**src/hdl/gif_literal_lzw_code_packer_assert.svh**
```systemverilog
// assertion macros for the literal lzw code packer
`ifndef GIF_LITERAL_LZW_CODE_PACKER_ASSERT_SVH
`define GIF_LITERAL_LZW_CODE_PACKER_ASSERT_SVH

// checked property, skipped while in reset
`define GLCP_ASSERT(lbl, prop, msg) \
    lbl: assert property (@(posedge clk) disable iff (!rst_n) (prop)) else $error(msg);

// checked property that also holds in reset
`define GLCP_ASSERT_ALWAYS(lbl, prop, msg) \
    lbl: assert property (@(posedge clk) (prop)) else $error(msg);

`endif

```
**src/hdl/glcp_pkg.sv**
```systemverilog
`default_nettype none

package glcp_pkg;

    localparam int BYTE_W     = 8;
    localparam int CODE_W     = 9;
    localparam int WID_W      = 4;
    localparam int MCS_W      = 4;
    localparam int ACC_W      = 24;
    localparam int CNT_W      = 5;
    localparam int APPEND_MAX = 15;

    localparam logic [MCS_W-1:0] MCS_RESET = 4'd8;
    localparam logic [MCS_W-1:0] MCS_MIN   = 4'd2;
    localparam logic [MCS_W-1:0] MCS_MAX   = 4'd8;

    localparam logic [CODE_W-1:0] CLEAR_MARGIN = 9'd4;

    localparam int FIFO_DEPTH_DEF = 4;

    typedef enum logic [2:0] {
        PH_CLEAR = 3'b001,
        PH_LIT   = 3'b010,
        PH_END   = 3'b100
    } phase_t;

    typedef struct packed {
        logic [CODE_W-1:0] code;
        logic [WID_W-1:0]  width;
        logic              is_end;
    } code_t;

    typedef struct packed {
        logic [CNT_W-1:0] cnt;
        logic             flush;
        logic             pop;
    } back_stat_t;

    function automatic logic [MCS_W-1:0] eff_size(input logic [MCS_W-1:0] raw);
        logic [MCS_W-1:0] m;
        m = raw;
        if (raw < MCS_MIN)
            m = MCS_MIN;
        else if (raw > MCS_MAX)
            m = MCS_MAX;
        return m;
    endfunction

    function automatic logic [CODE_W-1:0] clear_value(input logic [MCS_W-1:0] m);
        return CODE_W'(1) << m;
    endfunction

endpackage

`default_nettype wire

```
**src/hdl/glcp_front.sv**
```systemverilog
`default_nettype none

module glcp_front (
    input  wire logic                         clk,
    input  wire logic                         rst_n,
    input  wire logic [glcp_pkg::MCS_W-1:0]   min_size,
    input  wire logic                         in_valid,
    output logic                              in_stall,
    input  wire logic [7:0]                   pixel_index,
    input  wire logic                         last_pixel,
    output logic                              push_valid,
    output glcp_pkg::code_t                   push_entry,
    input  wire logic                         push_full
);
    import glcp_pkg::*;

    logic                item_valid_reg, item_valid_next;
    phase_t              phase_reg, phase_next;
    logic [MCS_W-1:0]    m_reg, m_next;
    logic [CODE_W-1:0]   pix_reg, pix_next;
    logic                last_reg, last_next;
    logic [7:0]          lit_cnt_reg, lit_cnt_next;
    logic                frame_open_reg, frame_open_next;

    logic                pushed;
    logic                final_code;
    logic                accept;
    logic                need_clear;
    logic [CODE_W-1:0]   limit;
    logic [7:0]          pix_mask;

    always_comb
    begin
        push_valid = item_valid_reg;
        push_entry.width  = m_reg + WID_W'(1);
        push_entry.is_end = 1'b0;
        case (phase_reg)
            PH_CLEAR: push_entry.code = clear_value(m_reg);
            PH_LIT:   push_entry.code = pix_reg;
            PH_END:
            begin
                push_entry.code   = clear_value(m_reg) | CODE_W'(1);
                push_entry.is_end = 1'b1;
            end
            default:  push_entry.code = pix_reg;
        endcase
    end

    assign pushed     = item_valid_reg && !push_full;
    assign final_code = (phase_reg == PH_END) || ((phase_reg == PH_LIT) && !last_reg);
    assign in_stall   = item_valid_reg && !(pushed && final_code);
    assign accept     = in_valid && !in_stall;

    assign limit      = (min_size == MCS_MIN) ? CODE_W'(1) : clear_value(min_size) - CLEAR_MARGIN;
    assign need_clear = !frame_open_reg || ({1'b0, lit_cnt_reg} >= limit);
    assign pix_mask   = 8'hFF >> (4'd8 - min_size);

    always_comb
    begin
        item_valid_next = item_valid_reg;
        phase_next      = phase_reg;
        m_next          = m_reg;
        pix_next        = pix_reg;
        last_next       = last_reg;
        lit_cnt_next    = lit_cnt_reg;
        frame_open_next = frame_open_reg;

        if (pushed)
        begin
            case (phase_reg)
                PH_CLEAR: phase_next = PH_LIT;
                PH_LIT:   phase_next = PH_END;
                PH_END:   phase_next = PH_LIT;
                default:  phase_next = PH_LIT;
            endcase
            if (final_code)
                item_valid_next = 1'b0;
        end

        if (accept)
        begin
            item_valid_next = 1'b1;
            phase_next      = need_clear ? PH_CLEAR : PH_LIT;
            m_next          = min_size;
            pix_next        = {1'b0, pixel_index & pix_mask};
            last_next       = last_pixel;
            if (last_pixel)
            begin
                lit_cnt_next    = 8'd0;
                frame_open_next = 1'b0;
            end
            else
            begin
                lit_cnt_next    = need_clear ? 8'd1 : lit_cnt_reg + 8'd1;
                frame_open_next = 1'b1;
            end
        end
    end

    always_ff @(posedge clk or negedge rst_n)
    begin
        if (!rst_n)
        begin
            item_valid_reg <= 1'b0;
            phase_reg      <= PH_LIT;
            lit_cnt_reg    <= 8'd0;
            frame_open_reg <= 1'b0;
        end
        else
        begin
            item_valid_reg <= item_valid_next;
            phase_reg      <= phase_next;
            lit_cnt_reg    <= lit_cnt_next;
            frame_open_reg <= frame_open_next;
        end
    end

    always_ff @(posedge clk)
    begin
        m_reg    <= m_next;
        pix_reg  <= pix_next;
        last_reg <= last_next;
    end

endmodule

`default_nettype wire

```
**src/hdl/glcp_fifo.sv**
```systemverilog
`default_nettype none

module glcp_fifo #(
    parameter int DEPTH = glcp_pkg::FIFO_DEPTH_DEF
) (
    input  wire logic                       clk,
    input  wire logic                       rst_n,
    input  wire logic                       push_valid,
    input  wire glcp_pkg::code_t            push_entry,
    output logic                            full,
    input  wire logic                       pop,
    output glcp_pkg::code_t                 pop_entry,
    output logic                            empty,
    output logic [$clog2(DEPTH+1)-1:0]      level
);
    import glcp_pkg::*;

    localparam int AW = (DEPTH > 1) ? $clog2(DEPTH) : 1;
    localparam int LW = $clog2(DEPTH+1);

    code_t            mem_reg [DEPTH];
    logic [AW-1:0]    wr_ptr_reg, wr_ptr_next;
    logic [AW-1:0]    rd_ptr_reg, rd_ptr_next;
    logic [LW-1:0]    level_reg, level_next;
    logic             do_push, do_pop;

    assign full      = (level_reg == LW'(DEPTH));
    assign empty     = (level_reg == '0);
    assign level     = level_reg;
    assign pop_entry = mem_reg[rd_ptr_reg];
    assign do_push   = push_valid && !full;
    assign do_pop    = pop && !empty;

    always_comb
    begin
        wr_ptr_next = wr_ptr_reg;
        rd_ptr_next = rd_ptr_reg;
        level_next  = level_reg;
        if (do_push)
            wr_ptr_next = (wr_ptr_reg == AW'(DEPTH-1)) ? '0 : wr_ptr_reg + AW'(1);
        if (do_pop)
            rd_ptr_next = (rd_ptr_reg == AW'(DEPTH-1)) ? '0 : rd_ptr_reg + AW'(1);
        if (do_push && !do_pop)
            level_next = level_reg + LW'(1);
        else if (do_pop && !do_push)
            level_next = level_reg - LW'(1);
    end

    always_ff @(posedge clk or negedge rst_n)
    begin
        if (!rst_n)
        begin
            wr_ptr_reg <= '0;
            rd_ptr_reg <= '0;
            level_reg  <= '0;
        end
        else
        begin
            wr_ptr_reg <= wr_ptr_next;
            rd_ptr_reg <= rd_ptr_next;
            level_reg  <= level_next;
        end
    end

    always_ff @(posedge clk)
    begin
        if (do_push)
            mem_reg[wr_ptr_reg] <= push_entry;
    end

endmodule

`default_nettype wire

```
**src/hdl/glcp_back.sv**
```systemverilog
`default_nettype none

module glcp_back (
    input  wire logic                 clk,
    input  wire logic                 rst_n,
    input  wire glcp_pkg::code_t      code_entry,
    input  wire logic                 code_empty,
    output logic                      code_pop,
    output glcp_pkg::back_stat_t      stat,
    output logic                      out_valid,
    input  wire logic                 out_stall,
    output logic [7:0]                data_byte,
    output logic                      last_byte
);
    import glcp_pkg::*;

    logic [ACC_W-1:0]  acc_reg, acc_next;
    logic [CNT_W-1:0]  cnt_reg, cnt_next;
    logic              flush_reg, flush_next;
    logic              out_valid_reg, out_valid_next;
    logic [7:0]        data_reg, data_next;
    logic              last_reg, last_next;

    logic              emit_ok, can_emit, do_emit, ends_flush;
    logic [ACC_W-1:0]  post_acc;
    logic [CNT_W-1:0]  post_cnt;
    logic              post_flush;

    assign emit_ok    = !out_valid_reg || !out_stall;
    assign can_emit   = (cnt_reg >= CNT_W'(BYTE_W)) || (flush_reg && (cnt_reg != '0));
    assign do_emit    = emit_ok && can_emit;
    assign ends_flush = flush_reg && (cnt_reg <= CNT_W'(BYTE_W));

    always_comb
    begin
        post_acc   = acc_reg;
        post_cnt   = cnt_reg;
        post_flush = flush_reg;
        if (do_emit)
        begin
            post_acc = acc_reg >> BYTE_W;
            post_cnt = (cnt_reg > CNT_W'(BYTE_W)) ? cnt_reg - CNT_W'(BYTE_W) : '0;
            if (ends_flush)
                post_flush = 1'b0;
        end
    end

    assign code_pop = !code_empty && !post_flush && (post_cnt <= CNT_W'(APPEND_MAX));

    always_comb
    begin
        acc_next   = post_acc;
        cnt_next   = post_cnt;
        flush_next = post_flush;
        if (code_pop)
        begin
            acc_next   = post_acc | (ACC_W'(code_entry.code) << post_cnt[3:0]);
            cnt_next   = post_cnt + CNT_W'(code_entry.width);
            flush_next = code_entry.is_end;
        end

        out_valid_next = out_valid_reg;
        data_next      = data_reg;
        last_next      = last_reg;
        if (do_emit)
        begin
            out_valid_next = 1'b1;
            data_next      = acc_reg[7:0];
            last_next      = ends_flush;
        end
        else if (emit_ok)
            out_valid_next = 1'b0;
    end

    always_ff @(posedge clk or negedge rst_n)
    begin
        if (!rst_n)
        begin
            acc_reg       <= '0;
            cnt_reg       <= '0;
            flush_reg     <= 1'b0;
            out_valid_reg <= 1'b0;
        end
        else
        begin
            acc_reg       <= acc_next;
            cnt_reg       <= cnt_next;
            flush_reg     <= flush_next;
            out_valid_reg <= out_valid_next;
        end
    end

    always_ff @(posedge clk)
    begin
        data_reg <= data_next;
        last_reg <= last_next;
    end

    assign out_valid  = out_valid_reg;
    assign data_byte  = data_reg;
    assign last_byte  = last_reg;
    assign stat.cnt   = cnt_reg;
    assign stat.flush = flush_reg;
    assign stat.pop   = code_pop;

endmodule

`default_nettype wire

```
**src/hdl/gif_literal_lzw_code_packer.sv**
```systemverilog
// Literal-only GIF LZW code packer: one palette index in, packed code-stream
// bytes out, least significant bit first. The front end turns each pixel into
// one code per cycle while the queue is not full (clear code at frame start and
// at the literal limit, the literal, then the end code after the last pixel) and
// queues them; the back end appends one code per cycle to a 24-bit bit buffer
// while it has room and no flush is pending, and sends one byte per cycle while
// out_stall allows, flushing the partial byte at frame end with last_byte set.
// The front end takes a new pixel only as the last code of the previous one is
// queued. Sustained rate is one pixel per cycle while codes are at most eight
// bits wide and the output does not stall; with nine-bit codes the byte output
// sets it. Each clear code takes one more front-end push and adds its bits to
// the output. A pixel's codes pass from the front-end registers through the code
// queue into the bit buffer, and each byte is registered before it goes out.
`default_nettype none

`include "gif_literal_lzw_code_packer_assert.svh"

module gif_literal_lzw_code_packer #(
    parameter int FIFO_DEPTH = glcp_pkg::FIFO_DEPTH_DEF
) (
    input  wire logic                        clk,
    input  wire logic                        rst_n,
    input  wire logic                        cfg_wr_en,
    input  wire logic [glcp_pkg::MCS_W-1:0]  cfg_wr_data,
    input  wire logic                        in_valid,
    output logic                             in_stall,
    input  wire logic [7:0]                  pixel_index,
    input  wire logic                        last_pixel,
    output logic                             out_valid,
    input  wire logic                        out_stall,
    output logic [7:0]                       data_byte,
    output logic                             last_byte
);
    import glcp_pkg::*;

    logic [MCS_W-1:0]            mcs_reg, mcs_next;
    logic                        push_valid, push_full;
    code_t                       push_entry, pop_entry;
    logic                        code_empty, code_pop;
    logic [$clog2(FIFO_DEPTH+1)-1:0] fifo_level;
    back_stat_t                  back_stat;

    assign mcs_next = cfg_wr_en ? cfg_wr_data : mcs_reg;

    always_ff @(posedge clk or negedge rst_n)
    begin
        if (!rst_n)
            mcs_reg <= MCS_RESET;
        else
            mcs_reg <= mcs_next;
    end

    glcp_front u_front (
        .clk         (clk),
        .rst_n       (rst_n),
        .min_size    (eff_size(mcs_reg)),
        .in_valid    (in_valid),
        .in_stall    (in_stall),
        .pixel_index (pixel_index),
        .last_pixel  (last_pixel),
        .push_valid  (push_valid),
        .push_entry  (push_entry),
        .push_full   (push_full)
    );

    glcp_fifo #(
        .DEPTH (FIFO_DEPTH)
    ) u_fifo (
        .clk        (clk),
        .rst_n      (rst_n),
        .push_valid (push_valid),
        .push_entry (push_entry),
        .full       (push_full),
        .pop        (code_pop),
        .pop_entry  (pop_entry),
        .empty      (code_empty),
        .level      (fifo_level)
    );

    glcp_back u_back (
        .clk        (clk),
        .rst_n      (rst_n),
        .code_entry (pop_entry),
        .code_empty (code_empty),
        .code_pop   (code_pop),
        .stat       (back_stat),
        .out_valid  (out_valid),
        .out_stall  (out_stall),
        .data_byte  (data_byte),
        .last_byte  (last_byte)
    );

    // bit buffer never overruns and codes of the next frame wait for the flush
    `GLCP_ASSERT(a_cnt_range, back_stat.cnt <= CNT_W'(ACC_W), "bit buffer overrun")
    `GLCP_ASSERT(a_no_pop_in_flush, back_stat.flush && back_stat.cnt > CNT_W'(BYTE_W) |-> !back_stat.pop, "code appended during flush")
    `GLCP_ASSERT(a_fifo_level, fifo_level <= ($clog2(FIFO_DEPTH+1))'(FIFO_DEPTH), "code queue level out of range")
    `GLCP_ASSERT(a_last_needs_flush, $rose(out_valid) && last_byte |-> $past(back_stat.flush), "last byte without flush")

endmodule

`default_nettype wire
```
**config.mk**
```make
export PLATFORM = sky130hd
export DESIGN_NAME = gif_literal_lzw_code_packer
export DESIGN_NICKNAME = d
export VERILOG_FILES = /design/src/hdl/glcp_pkg.sv /design/src/hdl/glcp_front.sv /design/src/hdl/glcp_fifo.sv /design/src/hdl/glcp_back.sv /design/src/hdl/gif_literal_lzw_code_packer.sv
export VERILOG_INCLUDE_DIRS = /design/src /design/src/hdl
export SDC_FILE = /design/constraint.sdc
export NUM_CORES = 1
export LEC_CHECK = 0
export ABC_AREA = 1
export ABC_CLOCK_PERIOD_IN_PS = 4420
export BUFFER_PORTS_ARGS = -buffer_cell sky130_fd_sc_hd__buf_2
export CAP_MARGIN = 10
export CORE_MARGIN = 2
export CORE_UTILIZATION = 65
export DETAILED_ROUTE_END_ITERATION = 8
export GPL_ROUTABILITY_DRIVEN = 0
export PLACE_DENSITY = 0.95
export SLEW_MARGIN = 10
export SYNTH_ARGS = -nofsm -noshare
export SYNTH_HDL_FRONTEND = slang
export SYNTH_SLANG_ARGS = --single-unit
```
**constraint.sdc**
```tcl
create_clock -name clk -period 4.42 [get_ports clk]
set_input_delay 0.221 -clock clk [delete_from_list [all_inputs] [get_ports clk]]
set_output_delay 0.221 -clock clk [all_outputs]
set_load 0.02 [all_outputs]
```
Word-level counts from Yosys, hierarchy flattened
Memory sizes are Yosys's and may differ from the RTL's. Index checks and enable logic that the tools add are counted.

Flip-flop bits (word level): 77. Memory bits (writable): 56. Output and inout bits: 11. Memories: 1.

Add/sub/neg operators: 10. Order comparisons: 7. Equal/unequal tests: 7. Shifts and indexed selects: 4. Mux-type cells: 31. Bitwise operators: 2. Reduce and logical (&&, ||, !) cells: 35.

Memory list: u_fifo.mem_reg (depth 4, width 14, read ports 1, clocked after Yosys merged registers in 0, wr ports 1, line glcp_fifo.sv:21) `code_t mem_reg [DEPTH];`.

Operators with widths (count): 2-to-1 mux 24 bit (2); OR 24 bit (1); << shifter 9 x 4 -> 24 bit (1); one-hot mux 9 bit (2 select lines) (1); << shifter 1 x 4 -> 9 bit, first input constant (2); 2-to-1 mux 8 bit (2); 2-to-1 mux 3 bit (5); 2-to-1 mux 5 bit (3); logical AND 1 bit (13); 2-to-1 mux 1 bit (12); logical NOT 1 bit (11); less-or-equal comparator 5 x 4 -> 1 bit, second input constant (2); greater-or-equal comparator 8 x 9 -> 1 bit (1); 2-to-1 mux 9 bit (1); subtractor 9 x 3 -> 9 bit, second input constant (1); adder 8 x 1 -> 8 bit, second input constant (1); AND 8 bit (1); 2-to-1 mux 4 bit (2); nonzero test 2 bit (4); >> shifter 8 x 4 -> 8 bit, first input constant (1); equality test 3 bit, second input constant (2); 2-to-1 mux 2 bit (3); adder 5 x 4 -> 5 bit (1); greater-or-equal comparator 5 x 4 -> 1 bit, second input constant (1); other kinds (17) (22).

Longest topological paths before layout
Word-level depth: 12. Gate-level depth with buffers: 18.

By module
A second synthesis with hierarchy kept.

Cell total of the unflattened synthesis: 768. Area, all modules: 7228.2 um2.

Modules (own cells, without submodules): glcp_fifo (instances 1, cells an instance 224, area an instance 2795.2 um2, sequential area each 1856.8 um2); glcp_back (instances 1, cells an instance 288, area an instance 2332.2 um2, sequential area each 1046.0 um2); glcp_front (instances 1, cells an instance 234, area an instance 1925.6 um2, sequential area each 716.9 um2); gif_literal_lzw_code_packer (instances 1, cells an instance 22, area an instance 175.2 um2, sequential area each 101.3 um2).

Worst setup path after synthesis
Ideal clock, no wire load.

Kind: register -> register. From: reg mcs_reg[3]. To: reg u_front.lit_cnt_reg[1]. Setup time: 76 ps. Arrival: 2864 ps. Required time: 4344 ps. Slack: 1479 ps. Stages on the path, launching flop included: 19. Buffers on the path: 1. Clock period less this slack: 2941 ps. Cells stage by stage: dfstp_2 > clkbuf_2 > nor3_1 > inv_1 > ha_1 > ha_1 > inv_1 > nor2_1 > inv_1 > nand3_1 > xor2_1 > ha_1 > a21oi_1 > o21bai_1 > a21oi_1 > nand4_1 > nor2_4 > nand2_1 > o21ai_2.

Cells in the longest elaborated chain, start to end: 10.

RTL lines: start: declaration (line gif_literal_lzw_code_packer.sv:36) `logic [MCS_W-1:0] mcs_reg, mcs_next;`; start signal: assignment (line gif_literal_lzw_code_packer.sv:50) `mcs_reg <= mcs_next;`; greater-than comparator 4 bit (line glcp_pkg.sv:44) `else if (raw > MCS_MAX)`; 2-to-1 mux 4 bit (line glcp_pkg.sv:44); 2-to-1 mux 4 bit * (line glcp_pkg.sv:42) `if (raw < MCS_MIN)`; named net u_front.min_size (one bit) (line glcp_front.sv:6) `input wire logic [glcp_pkg::MCS_W-1:0] min_size,`; << shifter 1 x 4 -> 9 bit (line glcp_pkg.sv:50) `return CODE_W'(1) << m;`; subtractor 9 x 3 -> 9 bit (line glcp_front.sv:54) `assign limit = (min_size == MCS_MIN) ? CODE_W'(1) : clear_value(min_size) - CLEAR_MARGIN;`; 2-to-1 mux 9 bit * (line glcp_front.sv:54); greater-or-equal comparator 8 x 9 -> 1 bit * (line glcp_front.sv:55) `assign need_clear = !frame_open_reg || ({1'b0, lit_cnt_reg} >= limit);`; logical OR 1 bit * (line glcp_front.sv:55); 2-to-1 mux 8 bit * (line glcp_front.sv:94) `lit_cnt_next = need_clear ? 8'd1 : lit_cnt_reg + 8'd1;`; 2-to-1 mux 8 bit * (line glcp_front.sv:87) `if (last_pixel)`; end signal: assignment (line glcp_front.sv:113) `lit_cnt_reg <= lit_cnt_next;`; end: declaration (line glcp_front.sv:22) `logic [7:0] lit_cnt_reg, lit_cnt_next;`.

Mark *: on every way through the listed nets, which the timed path passes. The rest lies on a longest branch. A chain may end at the register's enable or synchronous reset.

Worst setup path after layout
From: reg mcs_reg[3]. To: reg u_front.lit_cnt_reg[6].

Same word-level chain as after synthesis.

==> results.rst <==
.. list-table::
   :header-rows: 1

   * - Metric
     - Value
   * - Outcome
     - complete, no violations
   * - Die Outline Area
     - 11,200 um2
   * - Root buffer selected by CTS
     - clkbuf_8
   * - Crit path max fanout
     - 8
   * - Antenna diode count
     - 0
   * - Remaining max-slew budget at the tightest pin
     - 40.5%
   * - Max Buffers Root-to-Sink
     - 2
   * - Cell area after technology mapping
     - 6710 um2
   * - Overall die width
     - 106 um
   * - Unique masters post-synth
     - 42
   * - Final setup skew
     - 7.84 ps
   * - Timing startpoint of the critical path
     - mcs_reg[3]$_DFFE_PN1P_
   * - Number of buffers created by CTS
     - 17
   * - Maximum number of pins on one net before global-route repair
     - 56
   * - Vias after detailed routing
     - 5,287
   * - Maximum capacitance violations
     - 0
   * - Total gr overflow
     - 0
   * - Hold Path Sink
     - mcs_reg[1]$_DFFE_PN0P_
   * - HPWL after detailed placement
     - 9190 um
   * - Setup CP Type
     - register to register
   * - Per-cell via count in the routed design
     - 5.92
   * - Critical R2R Launch
     - mcs_reg[3]$_DFFE_PN1P_
   * - Ranking of synthesized cells by area
     - edfxtp_1 35%, dfrtp_1 20%, nand2_1 7.9%, nand3_1 6.9%, ha_1 6.0%
   * - Number of warnings issued by yosys
     - 0
   * - Count of final hold-check violations
     - 0
   * - Peak supply drop
     - 534 uV
   * - Critical register-to-register path endpoint
     - u_front.lit_cnt_reg[6]$_DFFE_PN0P_
   * - Number of placed I/O pins
     - 29
   * - Number of rows created at floorplan
     - 37
   * - Min-delay worst type
     - input pin to register
   * - Initial Util
     - 65.9%
   * - Combined global-route utilization of all metal layers
     - 28.9%
   * - Fraction of layout cells with a size suffix above 1
     - 11.9%
   * - Vertical die dimension
     - 106 um
   * - Number of nets still failing antenna checks after routing
     - 0
   * - Asr flop ratio synth
     - 41.4%
   * - Max Slew Vio Count
     - 0
   * - DRC Markers
     - 0
   * - Shortest period the worst path allows
     - 3620 ps
   * - Setup tns final
     - 0 ps
   * - Clock latency of the later-clocked register in the worst-skew pair
     - 530 ps
   * - Core Box Area
     - 10,200 um2
   * - Number of setup violations in the final report
     - 0
   * - Post-Syn Instances
     - 700
   * - Worst Path Required
     - 4870 ps
   * - Vias in the first global route
     - 5,387
   * - Arrival @ worst endpoint
     - 4080 ps
   * - Most frequently used flop master after synthesis
     - edfxtp_1
   * - Crit end category
     - register
   * - Mean area per synthesized cell
     - 9.58 um2
   * - Antenna violations before repair
     - 0
   * - Wire length of the first global-routing pass
     - 24,900 um
   * - Highest achievable clock rate
     - 0.276 GHz
   * - Most instantiated library cell after synthesis
     - nand2_1
   * - Clock net sink count
     - 133
   * - Proportion of netlist area held by the largest area contributor
     - 34.9%
   * - Net count of the mapped netlist
     - 752
   * - P_leak
     - 3.42 nW
   * - Sequential-to-total area share from yosys stat
     - 55.5%
   * - Net count reported at finish
     - 796
   * - Number of violations reported at the end of detailed-routing iteration 0
     - 493
   * - Input/output buffers
     - 28
   * - H-tree depth
     - 4
   * - Number of cells on the worst reg-to-reg path
     - 17
   * - Detailed-routing iteration count for the pre-antenna-repair pass
     - 5
   * - Slew @ Worst Pin
     - 891 ps
   * - Unrepaired setup endpoints after global routing
     - false
   * - Routed wirelength normalized by instance count
     - 16.8 um
   * - Top cells by count, synth
     - 142 x nand2_1, 93 x nand3_1, 84 x inv_1
   * - #FFs+latches synth
     - 133
   * - Max FFs per register
     - 56
   * - Number of flops mapped to enable cells by yosys
     - 78
   * - Reg-to-reg slack, setup
     - 800 ps
   * - Library cell occupying the most area in the post-synthesis netlist
     - edfxtp_1
   * - Clock-pin slew of the registers on the worst-case setup and hold paths
     - 70 ps
   * - Area Growth Syn to Fin
     - 13.9%
   * - Wirelength, routed
     - 15,000 um
   * - Number of instances on the worst hold path
     - 2
   * - Placed inst area
     - 6930 um2
   * - Final standard cell area without fillers
     - 7640 um2
   * - Startpoint Class
     - register
   * - Power density cells
     - 800 nW/um2
   * - Startpoint of the lowest-slack hold path
     - cfg_wr_en
   * - Final period utilization
     - 82.0%
   * - CTS tree
     - yes
[per-stage QoR]
step,power [mW],hold WS [ps],utilization [%],setup WS (ps),cells
after detailed placement,4.65,402,68.1,1010,845
final,6.11,25.7,75.0,796,893
after global routing,6.52,23.5,75.0,597,893
after global placement,4.47,381,68.1,1400,845
after floorplan,4.08,-74.6,-,1480,700
after CTS,6.05,10.9,75.0,934,893
[cell families after synthesis]
logic type               count (synthesis)  share of synthesized area, %
AND/OR/NAND/NOR                        308                          20.3
flip-flops                             133                          55.5
buffers and inverters                  112                          6.84
AO/OA/AOI/OAI                           98                          8.73
adder cells (fa/ha/maj)                 34                          6.56
XOR/XNOR                                11                          1.44
multiplexers                             4                         0.615
[layer usage]
layer	share of wire [%]	up-vias	track usage (%)
met3	5.4	65	6.86
met1	37	2516	30.8
met5	0	-	0
li1	-	2455	-
met2	54	251	53.3
met4	3.9	0	14.3
[cell usage in the layout, fill, tap and decap left out, types with 6 or more instances in the layout]
cell type,count
o21ai_2,6
buf_2,28
nand3_1,93
clkbuf_16,16
dlygate4sd3_1,16
buf_4,6
inv_6,6
nor2_1,50
o21ai_1,6
ha_1,32
inv_1,84
xor2_1,8
nand2_1,142
o22ai_1,9
o21ai_0,45
edfxtp_1,78
dfrtp_1,53
a21oi_1,16
[report_power, final]
part	total [mW]	internal, mW	switching (mW)
Clock	1.32	0.715	0.601
Sequential	2.12	1.90	0.219
Combinational	2.68	0.811	1.87
[cell type report]
cell class | count | area, um2
sequential | 133 | 3720
timing repair buffer | 50 | 345
fill | 621 | 2540
tap | 136 | 170
multi-input combinational | 455 | 2530
clock inverter | 15 | 135
clock buffer | 17 | 414
inverter | 87 | 327
[worst max-delay path: stages, from the launching register on]
cell and delay [ps]:
dfstp_2 410, nor3_1 570, inv_1 180, ha_1 280
ha_1 190, inv_1 90, nor2_1 70, inv_1 90
nand3_1 110, xor2_1 170, ha_1 330, a21oi_1 150
o21bai_1 70, a21oi_1 110, nand4_1 250, nor2_4 280
nand2_1 120, o21ai_2 60
[worst max-delay path by stage]
stage / end / slack [ps]
2_1_floorplan: u_front.lit_cnt_reg[1]$_DFFE_PN0P_ / 1480
3_3_place_gp: u_front.lit_cnt_reg[6]$_DFFE_PN0P_ / 1400
3_5_place_dp: u_front.lit_cnt_reg[5]$_DFFE_PN0P_ / 1010
4_1_cts: u_front.lit_cnt_reg[6]$_DFFE_PN0P_ / 930
5_1_grt: u_front.lit_cnt_reg[4]$_DFFE_PN0P_ / 600
6_report: u_front.lit_cnt_reg[6]$_DFFE_PN0P_ / 800
[repair_timing]
| action | CTS | global route |
|---|---|---|
| setup endpoints to repair | 0 | 0 |
| hold buffers | 16 | 0 |
| gates resized for setup | 0 | 0 |
| buffers inserted | 0 | 0 |
| endpoints found under the hold margin | 62 | 0 |
No activity file was read; power rests on OpenSTA's default activity.
